## src/hw/rtl/read_unknown_base_splitter_unit_assert.svh

```systemverilog
// ---------------------------------------------------------------------------
// Assertion macros for the read splitter
// Shared property forms; they rely on clk and arst_n in the using module.
// ---------------------------------------------------------------------------
`ifndef READ_UNKNOWN_BASE_SPLITTER_UNIT_ASSERT_SVH
`define READ_UNKNOWN_BASE_SPLITTER_UNIT_ASSERT_SVH

// Condition holds at every clock edge out of reset.
`define RUBS_ASSERT_ALWAYS(lbl, cond) \
	lbl: assert property (@(posedge clk) disable iff (!arst_n) (cond)) \
		else $error("invariant violated");

// Antecedent in one cycle implies consequent in the next.
`define RUBS_ASSERT_NEXT(lbl, ante, cons) \
	lbl: assert property (@(posedge clk) disable iff (!arst_n) (ante) |=> (cons)) \
		else $error("next-cycle check failed");

`endif

```

## src/hw/rtl/rubs_pkg.sv

```systemverilog
// ---------------------------------------------------------------------------
// Read splitter package
// Shared types and constants for the unknown-base read splitter.
// ---------------------------------------------------------------------------
package rubs_pkg;

	localparam int KMER_W   = 13;
	localparam int TOL_W    = 8;
	localparam int SYM_W    = 8;
	localparam int OFS_W    = 13;
	localparam int CFG_W    = 13;
	localparam int CFG_IDX_W = 1;

	// configuration register indexes
	localparam logic [CFG_IDX_W-1:0] REG_KMER_SIZE = 1'b0;
	localparam logic [CFG_IDX_W-1:0] REG_TOL_UNK   = 1'b1;

	localparam logic [KMER_W-1:0] KMER_RESET = 13'd31;
	localparam logic [TOL_W-1:0]  TOL_RESET  = 8'd0;

	// unknown base characters
	localparam logic [SYM_W-1:0] CHAR_N   = 8'h4E;
	localparam logic [SYM_W-1:0] CHAR_DOT = 8'h2E;

	// one input word
	typedef struct packed {
		logic             eor;
		logic [SYM_W-1:0] sym;
	} rubs_item_t;

	// one emitted segment
	typedef struct packed {
		logic             fin;
		logic [OFS_W-1:0] seg_end;
		logic [OFS_W-1:0] seg_start;
	} rubs_seg_t;

endpackage

```

## src/hw/rtl/rubs_in_stage.sv

```systemverilog
// ---------------------------------------------------------------------------
// Read splitter input stage
// Registers one incoming word; refills in the cycle it is consumed.
// ---------------------------------------------------------------------------
module rubs_in_stage
	import rubs_pkg::*;
(
	input  logic       clk,
	input  logic       arst_n,
	input  logic       in_valid,
	output logic       in_ready,
	input  rubs_item_t in_item,
	input  logic       take,
	output logic       valid_s1,
	output rubs_item_t item_s1
);

	// ready when empty or the held word leaves this cycle
	assign in_ready = !valid_s1 || take;

	// valid flag
	always_ff @(posedge clk or negedge arst_n) begin
		if (!arst_n) begin
			valid_s1 <= 1'b0;
		end else if (in_ready) begin
			valid_s1 <= in_valid;
		end
	end

	// payload
	always_ff @(posedge clk) begin
		if (in_ready && in_valid) begin
			item_s1 <= in_item;
		end
	end

endmodule

```

## src/hw/rtl/rubs_seg_tracker.sv

```systemverilog
// ---------------------------------------------------------------------------
// Read splitter segment tracker
// Holds the per-read offsets and decides breaks one character per cycle while advance is high.
// ---------------------------------------------------------------------------
`include "read_unknown_base_splitter_unit_assert.svh"

module rubs_seg_tracker
	import rubs_pkg::*;
#(
	parameter int MAX_LEN = 4096
) (
	input  logic              clk,
	input  logic              arst_n,
	input  logic              advance,
	input  rubs_item_t        item,
	input  logic [KMER_W-1:0] kmer_size,
	input  logic [TOL_W-1:0]  tol_unk,
	output logic              res_valid,
	output rubs_seg_t         res
);

	localparam int PW = $clog2(MAX_LEN + 1);
	localparam int CW = (PW > KMER_W) ? PW : KMER_W;
	localparam logic [PW-1:0] MAX_POS = PW'(MAX_LEN);

	logic [PW-1:0]    position_q, segment_begin_q, stretch_begin_q, stretch_finish_q;
	logic             stretch_seen_q;
	logic [TOL_W-1:0] unknown_count_q;

	logic [PW-1:0]    position_d, segment_begin_d, stretch_begin_d, stretch_finish_d;
	logic             stretch_seen_d;
	logic [TOL_W-1:0] unknown_count_d;

	logic             is_unk, in_range, short_seg, clean_run, over, break_ok;
	logic [PW-1:0]    pos_inc, seg_len, str_len;
	logic [TOL_W:0]   cnt_inc;
	logic [PW-1:0]    res_start, res_end;
	logic [CW-1:0]    start_wide, end_wide;

	// decode and compares
	assign is_unk    = (item.sym == CHAR_N) || (item.sym == CHAR_DOT);
	assign in_range  = position_q < MAX_POS;
	assign pos_inc   = position_q + PW'(1);
	assign seg_len   = position_q - segment_begin_q;
	assign str_len   = position_q - stretch_begin_q;
	assign short_seg = CW'(seg_len) < CW'(kmer_size);
	assign clean_run = CW'(str_len) >= CW'(kmer_size);
	assign cnt_inc   = {1'b0, unknown_count_q} + (TOL_W+1)'(1);
	assign over      = cnt_inc > {1'b0, tol_unk};
	assign break_ok  = stretch_seen_q && (stretch_finish_q > segment_begin_q);

	// next state and result
	always_comb begin
		position_d       = position_q;
		segment_begin_d  = segment_begin_q;
		stretch_begin_d  = stretch_begin_q;
		stretch_finish_d = stretch_finish_q;
		stretch_seen_d   = stretch_seen_q;
		unknown_count_d  = unknown_count_q;
		res_valid        = 1'b0;
		res_start        = segment_begin_q;
		res_end          = position_q;
		if (item.eor) begin
			res_valid        = position_q > segment_begin_q;
			position_d       = '0;
			segment_begin_d  = '0;
			stretch_begin_d  = '0;
			stretch_finish_d = '0;
			stretch_seen_d   = 1'b0;
			unknown_count_d  = '0;
		end else if (in_range) begin
			position_d = pos_inc;
			if (is_unk) begin
				stretch_begin_d = pos_inc;
				if (short_seg) begin
					segment_begin_d = pos_inc;
					unknown_count_d = '0;
				end else if (over) begin
					res_valid       = break_ok;
					res_end         = stretch_finish_q;
					segment_begin_d = pos_inc;
					unknown_count_d = '0;
				end else begin
					unknown_count_d = cnt_inc[TOL_W-1:0];
				end
			end else if (clean_run) begin
				stretch_finish_d = pos_inc;
				stretch_seen_d   = 1'b1;
			end
		end
	end

	// result offsets to port width
	assign start_wide    = CW'(res_start);
	assign end_wide      = CW'(res_end);
	assign res.seg_start = start_wide[OFS_W-1:0];
	assign res.seg_end   = end_wide[OFS_W-1:0];
	assign res.fin       = item.eor;

	// read state
	always_ff @(posedge clk or negedge arst_n) begin
		if (!arst_n) begin
			position_q       <= '0;
			segment_begin_q  <= '0;
			stretch_begin_q  <= '0;
			stretch_finish_q <= '0;
			stretch_seen_q   <= 1'b0;
			unknown_count_q  <= '0;
		end else if (advance) begin
			position_q       <= position_d;
			segment_begin_q  <= segment_begin_d;
			stretch_begin_q  <= stretch_begin_d;
			stretch_finish_q <= stretch_finish_d;
			stretch_seen_q   <= stretch_seen_d;
			unknown_count_q  <= unknown_count_d;
		end
	end

	`RUBS_ASSERT_ALWAYS(a_pos_bound, position_q <= MAX_POS)
	`RUBS_ASSERT_ALWAYS(a_seg_behind, segment_begin_q <= position_q)
	`RUBS_ASSERT_ALWAYS(a_str_behind, stretch_begin_q <= position_q)
	`RUBS_ASSERT_ALWAYS(a_res_nonempty, !(advance && res_valid) || (res_start < res_end))
	`RUBS_ASSERT_NEXT(a_eor_clears, advance && item.eor, position_q == '0 && !stretch_seen_q)

endmodule

```

## src/hw/rtl/rubs_out_stage.sv

```systemverilog
// ---------------------------------------------------------------------------
// Read splitter output stage
// Result register toward the downstream stream port.
// ---------------------------------------------------------------------------
module rubs_out_stage
	import rubs_pkg::*;
(
	input  logic      clk,
	input  logic      arst_n,
	input  logic      load,
	input  rubs_seg_t load_seg,
	output logic      out_valid,
	input  logic      out_ready,
	output rubs_seg_t out_seg
);

	// valid flag: set on load, cleared when taken
	always_ff @(posedge clk or negedge arst_n) begin
		if (!arst_n) begin
			out_valid <= 1'b0;
		end else if (load) begin
			out_valid <= 1'b1;
		end else if (out_ready) begin
			out_valid <= 1'b0;
		end
	end

	// payload
	always_ff @(posedge clk) begin
		if (load) begin
			out_seg <= load_seg;
		end
	end

endmodule

```

## src/hw/rtl/read_unknown_base_splitter_unit.sv

```systemverilog
// ---------------------------------------------------------------------------
// Unknown-base read splitter
// Splits a streamed read at unknown bases into k-mer usable segments.
// ---------------------------------------------------------------------------
// Usage:
//   Slave stream: one read character per word in s_tdata; s_tlast high marks
//   the end-of-read word, whose character is ignored.
//   Master stream: one segment per word, start and exclusive end offsets in
//   m_tdata; m_tlast is high for the remainder emitted at end of read.
//   Config: cfg_we writes cfg_data to register cfg_index (0 kmer_size,
//   1 tolerated_unknowns); write only while no word is in flight.
// Timing:
//   One word accepted per cycle while the receiver keeps up. A segment
//   appears on m_tvalid once the word that closes it has been accepted into
//   the input register and the tracker, working on that register, has
//   loaded the result register. Words that close nothing give no output word.
//   When the receiver stalls with a segment held, the tracker stops and
//   s_tready falls once the input register is full; nothing is dropped.
// Reset:
//   arst_n clears all read state and returns the registers to kmer_size 31
//   and tolerated_unknowns 0. Characters at offsets of MAX_LEN or more are
//   ignored until end of read.
// ---------------------------------------------------------------------------
module read_unknown_base_splitter_unit
	import rubs_pkg::*;
#(
	parameter int MAX_LEN = 4096
) (
	input  logic                 clk,
	input  logic                 arst_n,
	input  logic                 s_tvalid,
	output logic                 s_tready,
	input  logic [7:0]           s_tdata,   // [7:0] symbol
	input  logic                 s_tlast,   // end_of_read
	output logic                 m_tvalid,
	input  logic                 m_tready,
	output logic [31:0]          m_tdata,   // [12:0] segment_start, [25:13] segment_end
	output logic                 m_tlast,   // final_segment
	input  logic                 cfg_we,
	input  logic [CFG_IDX_W-1:0] cfg_index,
	input  logic [CFG_W-1:0]     cfg_data
);

	logic              valid_s1, advance, res_valid;
	rubs_item_t        in_item, item_s1;
	rubs_seg_t         res, out_seg;
	logic [KMER_W-1:0] kmer_size_q;
	logic [TOL_W-1:0]  tol_unk_q;

	// configuration registers
	always_ff @(posedge clk or negedge arst_n) begin
		if (!arst_n) begin
			kmer_size_q <= KMER_RESET;
			tol_unk_q   <= TOL_RESET;
		end else if (cfg_we) begin
			case (cfg_index)
				REG_KMER_SIZE: kmer_size_q <= cfg_data[KMER_W-1:0];
				REG_TOL_UNK:   tol_unk_q   <= cfg_data[TOL_W-1:0];
				default:       ;
			endcase
		end
	end

	assign in_item.sym = s_tdata;
	assign in_item.eor = s_tlast;

	// held word moves on when the result register is free or draining
	assign advance = valid_s1 && (!m_tvalid || m_tready);

	rubs_in_stage u_in (
		.clk      (clk),
		.arst_n   (arst_n),
		.in_valid (s_tvalid),
		.in_ready (s_tready),
		.in_item  (in_item),
		.take     (advance),
		.valid_s1 (valid_s1),
		.item_s1  (item_s1)
	);

	rubs_seg_tracker #(
		.MAX_LEN (MAX_LEN)
	) u_track (
		.clk       (clk),
		.arst_n    (arst_n),
		.advance   (advance),
		.item      (item_s1),
		.kmer_size (kmer_size_q),
		.tol_unk   (tol_unk_q),
		.res_valid (res_valid),
		.res       (res)
	);

	rubs_out_stage u_out (
		.clk       (clk),
		.arst_n    (arst_n),
		.load      (advance && res_valid),
		.load_seg  (res),
		.out_valid (m_tvalid),
		.out_ready (m_tready),
		.out_seg   (out_seg)
	);

	// output word packing
	assign m_tdata = {6'd0, out_seg.seg_end, out_seg.seg_start};
	assign m_tlast = out_seg.fin;

endmodule
```

## config.mk

```make
export PLATFORM = sky130hd
export DESIGN_NAME = read_unknown_base_splitter_unit
export DESIGN_NICKNAME = d
export VERILOG_FILES = /design/src/hw/rtl/rubs_pkg.sv /design/src/hw/rtl/rubs_in_stage.sv /design/src/hw/rtl/rubs_seg_tracker.sv /design/src/hw/rtl/rubs_out_stage.sv /design/src/hw/rtl/read_unknown_base_splitter_unit.sv
export VERILOG_INCLUDE_DIRS = /design/src /design/src/hw/rtl
export SDC_FILE = /design/constraint.sdc
export NUM_CORES = 1
export LEC_CHECK = 0
export BUFFER_PORTS_ARGS = -buffer_cell sky130_fd_sc_hd__buf_2
export CORE_MARGIN = 5
export CORE_UTILIZATION = 45
export DETAILED_ROUTE_END_ITERATION = 6
export REMOVE_ABC_BUFFERS = 1
export SYNTH_ARGS = -nofsm -noshare
export SYNTH_HDL_FRONTEND = slang
export SYNTH_SLANG_ARGS = --single-unit
```

## constraint.sdc

```tcl
create_clock -name clk -period 9.82 [get_ports clk]
set_clock_uncertainty 0.2 [all_clocks]
set_input_delay 1.473 -clock clk [delete_from_list [all_inputs] [get_ports clk]]
set_output_delay 1.473 -clock clk [all_outputs]
set_load 0.005 [all_outputs]
```

==> run metrics, run 1 <==
status=complete, no violations; post-synth top area share=a little over a quarter; Pre-antenna DRT Iters=5; Max-Cap Viols=0; grt met2 use=around a third; final setup vio count=0; Area Overhead vs Synth=14.0%; Pwr Total=between 2 and 3 mW; critical path class=reg2reg; die height=~140 um; H-tree depth=4; Max Clock Freq=197 MHz; ys async rst share=a little over two thirds; I/O pin total=63; Finished Cell Area=between 8000 and 9000 um^2; leakage power=3.92 nW; WL/cell=18.2 um; vias in the first global route=about 5700; GRT Util Overall=between 20% and 30%; Setup Fix Bufs, Post-CTS=0; DRC violations left=0; EDFF count, synth=36; Worst Slack Setup Final=about 4.8 ns; CTS tree=built; hold_ws=0.279 ns; syn_area_per_cell=approximately 9.9 um^2; Max Slew Vio Count=0; Hold Crit Class=reg2reg; met1 GRT Util=a little over a quarter; DIE WIDTH=139 um; final std cells w/o fill=1037; Critical Path End Type=flop; CTS Buf Count=17; Core Util, Final=51.8%; Hold Buf Count CTS=0; via count=between 5000 and 6000; Yosys top cell by area=dfrtp_1; synth unique cells=between 60 and 70; Routed WL=around 19000 um; PortBufs=56; Final TNS setup=0 ns; DRT iter0 DRCs=roughly 300; CP max stage cell=nor3b_4; Area contributors post-synth=dfrtp_1 (26%), edfxtp_1 (14%), ha_1 (12%), nand2_1 (4.1%), mux2_2 (3.5%); commonest non-fill, non-tap cells in the layout=nand2_1 (81), dfrtp_1 (79), ha_1 (73); clock sink count=120; synthesized area=7480 um^2; FF+latch count, synth=120; relative max-transition margin=24.6%; GR Overflow Total=0; Worst-Skew Late Latency=0.43 ns; cell row count=47; first-pass GRT wire length=30800 um; share of layout cells above drive strength 1=between 15 and 20%; Via density=roughly 5.6; Critical Path, Cell by Cell=inv_1 -> ha_1 -> fa_1 -> inv_1 -> a21o_1 -> a21oi_1 -> o211a_1 -> nand2b_1 -> o311ai_0 -> ha_1 -> nand4_1 -> nor4_1 -> a221o_2 -> nor3b_4 -> mux2_2; Final Cycle Share=~52%; Tightest Pin Transition=1.13 ns; Initial Util=a little under half; post-CTS sizing=0; largest net degree at the start of global routing=46; DIE AREA=19300 um^2; crit start category=flop; CTS Buffer Depth=2; Worst-path clk slew=around 0.060 ns; yosys warns=0; GRT Max-Usage Layer=met2; worst slack at placement=4.76 ns; Core Box Area=16500 um^2; Layout Nets=roughly 900; final count of hold timing violations=0; commonest non-fill, non-tap cell in the layout=nand2_1; M3 GR Usage=~4%; Final Critical Period=5.07 ns; diode count=0; Power Density=303 nW/um^2; Critical Path RT=a little under 10 ns; RSZ-0062 raised after global routing=no; Root Buffer=clkbuf_16; WP data arrival=between 5 and 6 ns; initial antenna violation count=0; register area share after synthesis=between 40% and 50%; VDD IR max=approximately 0.18 mV; Post-DP Area=about 8000 um^2; Max FO, Critical Path=13; DRT antenna net count=0; Placer Congestion=approximately 0.93; Post-Syn Instances=about 750; Cells after DPL=1005; Synth Flop Type=dfrtp_1; detailed placement HPWL=13700 um; crit-path max cell delay=0.88 ns
cell families after synthesis:
kind of cell	share of synthesized area [%]
other	0.0502
buffers and inverters	5.96
flip-flops	42.7
adder cells (fa/ha/maj)	12.8
multiplexers	5.61
AND/OR/NAND/NOR	13.9
XOR/XNOR	3.75
AO/OA/AOI/OAI	15.4
cells in the mapped netlist, types with 14 or more instances:
cell type,instances
o21ai_0,47
nand3_1,21
nand2_1,81
nor3_1,19
clkbuf_1,14
inv_1,66
nor2_1,42
dfrtp_1,79
xnor2_1,25
ha_1,73
edfxtp_1,36
a21oi_1,35
a21o_1,17
mux2_2,23
layout make-up:
class / count / area, um^2
inverters: 66 / 248
multi-input cells: 539 / 3870
flip-flops and latches: 120 / 3190
repair buffers: 60 / 313
clock buffers: 21 / 460
fillers: 1482 / 7940
clock inverters: 11 / 170
well taps: 220 / 275
final timing paths:
path,slack (ns),depth (start not counted),end,from
max,4.75,15,u_out.out_seg[15],u_track.position_q[0]
min,0.28,0,u_out.out_seg[7],u_track.res_start[7]
max reg2reg,4.75,15,u_out.out_seg[15],u_track.position_q[0]
min reg2reg,0.28,0,u_out.out_seg[7],u_track.res_start[7]
max in group asynchronous,7.59,2,u_track.stretch_seen_q,arst_n
min in group asynchronous,0.83,1,u_track.stretch_begin_q[11],arst_n
power by group:
part           switching [mW]  internal (mW)  leakage, nW
combinational           0.750          0.490         2.17
sequential             0.0545          0.609         1.45
clock                   0.236          0.438        0.300
metal layers:
| layer | share of wire, % | up-vias | wire length (um) |
|---|---|---|---|
| li1 | - | 2800 | - |
| met1 | 44 | 2798 | 8380 |
| met2 | 47 | 164 | 8900 |
| met3 | 5.4 | 46 | 1010 |
| met4 | 3.2 | 0 | 602 |
| met5 | 0 | - | 0 |
flip-flops by register name (all words and copies together), names as in the netlist, 8 cells and up:
register                  flops
u_in.item_s1                  9
u_out.out_seg                27
u_track.stretch_finish_q     13
u_track.unknown_count_q       8
tol_unk_q                     8
kmer_size_q                  13
u_track.position_q           13
u_track.stretch_begin_q      13
u_track.res_start            13
critical path, delay by kind of cell (launching register included):
kind	cells	cell delay (ns)
AOI/OAI and AO/OA	5	1.27
adders and majority gates	3	0.85
buffers and inverters	2	0.20
DFF	1	0.43
muxes	1	0.42
and+or+nand+nor	4	1.46
No activity file was read; power rests on OpenSTA's default activity.
==> run 2: changes to the inputs <==
--- a/config.mk
+++ b/config.mk
@@ -10,6 +10,7 @@
 export CORE_MARGIN = 5
 export CORE_UTILIZATION = 45
 export DETAILED_ROUTE_END_ITERATION = 6
+export PLACE_DENSITY = 0.65
 export REMOVE_ABC_BUFFERS = 1
 export SYNTH_ARGS = -nofsm -noshare
 export SYNTH_HDL_FRONTEND = slang
==> constraint.sdc (replaced) <==
create_clock -name clk -period 4.2 [get_ports clk]
set_clock_uncertainty 0.2 [all_clocks]
set_input_delay 0.63 -clock clk [delete_from_list [all_inputs] [get_ports clk]]
set_output_delay 0.63 -clock clk [all_outputs]
set_load 0.005 [all_outputs]
==> run 2 against run 1 <==
Against the previous run: clock power up 100%; total power increased to 2.6 times the previous value; sequential share of layout area down 1.8 points; cell count increased by 4.2%.
==> run metrics, run 2 (same netlist as run 1, synthesis figures left out) <==
Worst Slack Setup Final=0.129 ns (-4.63 ns); via count=5998 (+3.3%); first-pass GRT wire length=30300 um (-1.5%); PortBufs=56 (unchanged); DRT antenna net count=0 (unchanged); WL/cell=17.6 um (-3.2%); final setup vio count=0 (unchanged); Critical Path End Type=flop; commonest non-fill, non-tap cell in the layout=nand2_1; worst min-delay path startpoint=s_tdata[2]; WHS Path Cells=1 (+1); Tightest Pin Transition=1.15 ns (+0.0143 ns); Max FO, Critical Path=5 (-8); cell row count=47 (unchanged); hold_ws=0.172 ns (-0.107 ns); Via density=5.55 (-0.93%); Hold Buf Count CTS=0 (unchanged); final count of hold timing violations=0 (unchanged); detailed placement HPWL=13600 um (-0.61%); Routed WL=19100 um (+0.92%); Max Slew Vio Count=0 (unchanged); GRT Util Overall=19.7% (-0.51 points); RSZ-0062 raised after global routing=no; Pre-antenna DRT Iters=5 (unchanged); register area=3190 um^2 (unchanged); initial antenna violation count=0 (unchanged); diode count=0 (unchanged); largest net degree at the start of global routing=71 (+54%); Post-DP Area=8180 um^2 (+3.6%); CTS Buffer Depth=2 (unchanged); Finished Cell Area=8960 um^2 (+5.2%); CP max stage cell=a221o_2; Final Critical Period=4.07 ns (-0.994 ns); vias in the first global route=5765 (+0.58%); DRC violations left=0 (unchanged); Hold Crit Class=in2reg; commonest non-fill, non-tap cells in the layout=nand2_1 (81), dfrtp_1 (79), ha_1 (71); Core Box Area=16500 um^2 (unchanged); I/O pin total=63 (unchanged); Placer Congestion=0.904 (-3.1%); R2R cell count=17 (+2); Worst-Skew Late Latency=0.43 ns (about the same); VDD IR max=0.450 mV (+150%); clock sink count=120 (unchanged); relative max-transition margin=23.6% (-0.95 points); Initial Util=45.4% (unchanged); Critical Path RT=4.18 ns (-5.62 ns); Final Cycle Share=96.9% (+45 points); Worst-path clk slew=0.06 ns (about the same); GR Overflow Total=0 (unchanged); CTS tree=built; Area Overhead vs Synth=19.9%; reg-to-reg critical path endpoint=u_out.out_seg[18]; DIE AREA=19300 um^2 (unchanged); die height=139 um (unchanged); crit start category=flop; Top reg by flops=u_out.out_seg; Max Clock Freq=246 MHz (+24%); crit-path max cell delay=0.44 ns (-0.44 ns); Max-Cap Viols=0 (unchanged); Largest register FFs=27 (unchanged); hold-critical path endpoint=u_in.item_s1[2]; Critical Path, Cell by Cell=inv_2 -> ha_4 -> fa_2 -> inv_1 -> a21o_1 -> a21oi_2 -> o211a_1 -> o31ai_2 -> xor2_1 -> ha_1 -> nand4_1 -> nor4_1 -> a221o_2 -> nor3b_4 -> buf_6 -> buf_16 -> mux2_4; share of layout cells above drive strength 1=23.3% (+6.6 points); Layout Nets=951 (+4.9%); DIE WIDTH=139 um (unchanged); CTS Buf Count=17 (unchanged); status=complete, no violations; WP data arrival=4.05 ns (-1.00 ns); critical path class=reg2reg; R2R setup slack=0.13 ns (-4.63 ns); Root Buffer=clkbuf_16; Power Density=737 nW/um^2 (+140%); H-tree depth=4 (unchanged); worst slack at placement=-0.0579 ns (-4.82 ns); area of the multi-input gates=4010 um^2 (+3.7%); DRT iter0 DRCs=416 (+37%); Pwr Total=6.60 mW (+160%); fillcell total=1494 (+0.81%); leakage power=4.15 nW (+5.8%); RR Startpoint=u_track.position_q[0]
-- run 2: layer usage --
metal  track usage, %  routed length (um)  vias to the layer above
met5                0                   0                        -
met4             8.29                 533                        0
met3             4.28                1060                       38
met2             30.8                8780                      209
met1             26.6                8700                     2870
li1                 -                   -                     2881
-- run 2: area by class of cell --
class	count	area share, %
sequential	120	35.6
timing repair buffer	102	7.73
clock buffer	19	5.05
tap	220	3.07
clock inverter	13	1.05
inverter	66	2.76
multi-input combinational	541	44.8
-- run 2: power by group --
part / internal [mW] / switching (mW) / total [mW]
combinational: 1.66 / 2.07 / 3.73
clock: 0.787 / 0.562 / 1.35
sequential: 1.42 / 0.100 / 1.52
-- run 2: timing repair --
item | CTS | global route
setup buffers | 2 | 5
gates cloned | 1 | 2
gates resized for setup | 7 | 30
pin swaps | 4 | 18
setup endpoints to repair | 49 | 65
-- run 2: critical path: cells and delay by family (launching register included) --
kind | cells | cell delay [ns]
xor gates and xnor gates | 1 | 0.20
AOI/OAI and AO/OA | 5 | 1.17
buffers and inverters | 4 | 0.42
DFF | 1 | 0.36
adders and majority gates | 3 | 0.81
and+or+nand+nor | 3 | 0.36
muxes | 1 | 0.29
-- run 2: through the flow --
step           util [%]  TNS (ns)  std cells
2_1_floorplan         -     -7.59        725
3_5_place_dp       49.7     -1.05       1039
6_report           54.4         0       1081
3_3_place_gp       49.7         0       1039
4_1_cts            53.4         0       1074
5_1_grt            54.4         0       1081
-- run 2: worst max path at each step --
stage / cells past startpoint / startpoint / slack [ns] / to
after floorplan: 15 / u_track.position_q[0] / -0.24 / u_out.out_seg[0]
after global placement: 15 / u_track.res_start[1] / 0.04 / u_out.out_seg[15]
after detailed placement: 16 / u_track.position_q[0] / -0.06 / u_out.out_seg[15]
after CTS: 16 / u_track.position_q[0] / 0.0009 / u_out.out_seg[22]
after global routing: 17 / u_track.position_q[0] / 0.003 / u_track.stretch_finish_q[9]
final: 17 / u_track.position_q[0] / 0.13 / u_out.out_seg[18]
==> run 3: changes to the inputs <==
--- a/config.mk
+++ b/config.mk
@@ -10,7 +10,7 @@
 export CORE_MARGIN = 5
 export CORE_UTILIZATION = 45
 export DETAILED_ROUTE_END_ITERATION = 6
-export PLACE_DENSITY = 0.65
+export PLACE_DENSITY = 0.75
 export REMOVE_ABC_BUFFERS = 1
 export SYNTH_ARGS = -nofsm -noshare
 export SYNTH_HDL_FRONTEND = slang
==> run 3 against run 2 <==
Against the previous run: largest cell class unchanged; global-route usage shrank 0.43 points; design area down 0.89%; cell count shrank 1.1%; critical path depth shrank 1; sequential power barely moved; flip-flop and latch count did not move; core utilization is 0.49 points lower; die area is the same; clock power is 9% higher.
==> run metrics, run 3 (same netlist as run 1, synthesis figures left out) <==
status=complete, no violations; Tightest Pin Transition=1.19 ns (+0.0424 ns); H-tree depth=4 (unchanged); DIE AREA=19300 um^2 (unchanged); Reg power frac=24.4% (+1.3 points); clock sink count=120 (unchanged); largest net degree at the start of global routing=62 (-13%); Max Clock Freq=246 MHz (about the same); CP max stage cell=a221o_2; CP delay by family, top=compound AO/OA/AOI/OAI gates; Layout Nets=939 (-1.3%); cell row count=47 (unchanged); Top reg by flops=u_out.out_seg; Pre-antenna DRT Iters=5 (unchanged); CTS Buf Count=17 (unchanged); diode count=0 (unchanged); commonest non-fill, non-tap cell in the layout=nand2_1; Via density=5.59 (+0.73%); Placer Congestion=0.919 (+1.7%); commonest non-fill, non-tap cells in the layout=nand2_1 (81), dfrtp_1 (78), ha_1 (70); DRC violations left=0 (unchanged); Worst-path clk slew=0.06 ns (about the same); GR Overflow Total=0 (unchanged); Max-Cap Viols=0 (unchanged); DRT iter0 DRCs=607 (+46%); fillcell total=1424 (-4.7%); die height=139 um (unchanged); crit-path max cell delay=0.47 ns (+0.03 ns); first-pass GRT wire length=29700 um (-2.0%); Initial Util=45.4% (unchanged); Sw Ratio=39.3% (-2.1 points); Core Util, Final=54.0% (-0.49 points); Hold Buf Count CTS=0 (unchanged); VDD IR max=0.410 mV (-8.8%); Comb power frac=52.4% (-4.1 points); Power Density=710 nW/um^2 (-3.6%); Setup crit start=u_track.res_start[1]; RSZ-0062 raised after global routing=yes; Post-DP Area=8070 um^2 (-1.3%); PortBufs=56 (unchanged); Final Critical Period=4.07 ns (-0.00265 ns); final count of hold timing violations=0 (unchanged); vias in the first global route=5740 (-0.43%); crit path buf inv count=4 (unchanged); relative max-transition margin=20.2% (-3.4 points); RR Startpoint=u_track.res_start[1]; Root Buffer=clkbuf_16; reg-to-reg critical path endpoint=u_track.res_start[9]; R2R setup slack=0.13 ns (about the same); Clock power frac=23.2% (+2.8 points); Worst-Skew Late Latency=0.43 ns (about the same); critical path class=reg2reg; CTS Buffer Depth=2 (unchanged); R2R cell count=16 (-1); Internal=3.83 mW (-1.1%); WL/cell=17.3 um (-1.8%); I/O pin total=63 (unchanged); CTS tree=built; via count=5975 (-0.38%); initial antenna violation count=0 (unchanged); DRT antenna net count=0 (unchanged); Routed WL=18500 um (-2.9%); share of layout cells above drive strength 1=22.1% (-1.2 points); Max Slew Vio Count=0 (unchanged); Critical Path, Cell by Cell=buf_4 -> fa_2 -> inv_1 -> a21o_1 -> a21oi_2 -> o211a_1 -> o31ai_2 -> xor2_1 -> ha_1 -> nand4_1 -> nor4_2 -> a221o_2 -> buf_4 -> a21oi_4 -> buf_6 -> mux2_2; crit start category=flop; Finished Cell Area=8880 um^2 (-0.89%); Critical Path End Type=flop; Critical Path RT=4.30 ns (+0.12 ns); Hold Crit Class=in2async; switching power of the nets=2.48 mW (-9.2%); detailed placement HPWL=13100 um (-4.0%); Pwr Total=6.31 mW (-4.5%); Max FO, Critical Path=5 (unchanged); Final Cycle Share=96.9% (about the same); GRT Util Overall=19.3% (-0.43 points); Core Box Area=16500 um^2 (unchanged); Area Overhead vs Synth=18.8%; Critical Path Most Common Cell=buf_4; leakage power=4.11 nW (-0.76%); WP data arrival=4.17 ns (+0.12 ns); final setup vio count=0 (unchanged); DIE WIDTH=139 um (unchanged); Largest register FFs=27 (unchanged)
run 3: cell count changes in the layout (fill, tap and decap cells not counted), moves of 3 or more:
cell / before / now
buf_4: 41 / 33
clkbuf_1: 0 / 4
bufinv_16: 0 / 3
inv_6: 4 / 1
run 3: repair_timing:
item                       4_1_cts  5_1_grt
setup buffers                    2        5
gates cloned                     1        1
gates resized for setup          4       34
setup endpoints to repair       41       66
pin swaps                        3       16
run 3: layout make-up:
cell class                 count  area (um^2)  area share [%]
multi-input combinational    539         3990            44.9
sequential                   120         3190            35.9
timing repair buffer          92          593            6.68
clock buffer                  21          440            4.96
tap                          220          275            3.10
inverter                      66          248            2.79
clock inverter                11          149            1.68
run 3: worst max-delay path by stage:
| stage | to | slack, ns | cells after the start |
|---|---|---|---|
| after floorplan | u_out.out_seg[0] | -0.24 | 15 |
| after global placement | u_out.out_seg[23] | 0.04 | 16 |
| after detailed placement | u_out.out_seg[11] | -0.01 | 15 |
| after CTS | u_track.res_start[9] | 0.03 | 17 |
| after global routing | u_out.out_seg[16] | -0.009 | 16 |
| final | u_track.res_start[9] | 0.13 | 16 |
run 3: worst register-to-register path, stage by stage (launching register included):
cell     delay, ns
dfrtp_1       0.41
buf_4         0.16
fa_2          0.39
inv_1         0.06
a21o_1        0.12
a21oi_2       0.09
o211a_1       0.25
o31ai_2       0.25
xor2_1        0.18
ha_1          0.28
nand4_1       0.14
nor4_2        0.07
a221o_2       0.47
buf_4         0.16
a21oi_4       0.19
buf_6         0.18
mux2_2        0.34
run 3: routing by layer:
layer  wire length, um  vias up  track usage (%)
met5                 0        -                0
met3              1320       38             4.45
met1              7820     2837             25.7
met2              8960      238             31.1
li1                  -     2862                -
met4               422        0             6.44
run 3: per-stage QoR:
step / setup TNS [ns] / setup slack, ns / hold WS [ns] / std cells
floorplan: -7.59 / -0.245 / 0.134 / 725
global placement: 0 / 0.0403 / 0.235 / 1028
detailed placement: -0.408 / -0.0144 / 0.235 / 1028
CTS: 0 / 0.0289 / 0.133 / 1063
global route: -0.0209 / -0.00926 / 0.160 / 1069
finish: 0 / 0.132 / 0.0904 / 1069
run 3: power groups by stage:
stage          logic [mW]  registers [mW]  clock network, mW
2_1_floorplan        1.99            1.55                  0
3_3_place_gp         2.88            1.55                  0
3_5_place_dp         2.94            1.55                  0
4_1_cts              3.06            1.53               1.49
5_1_grt              3.65            1.56               1.55
6_report             3.31            1.54               1.47
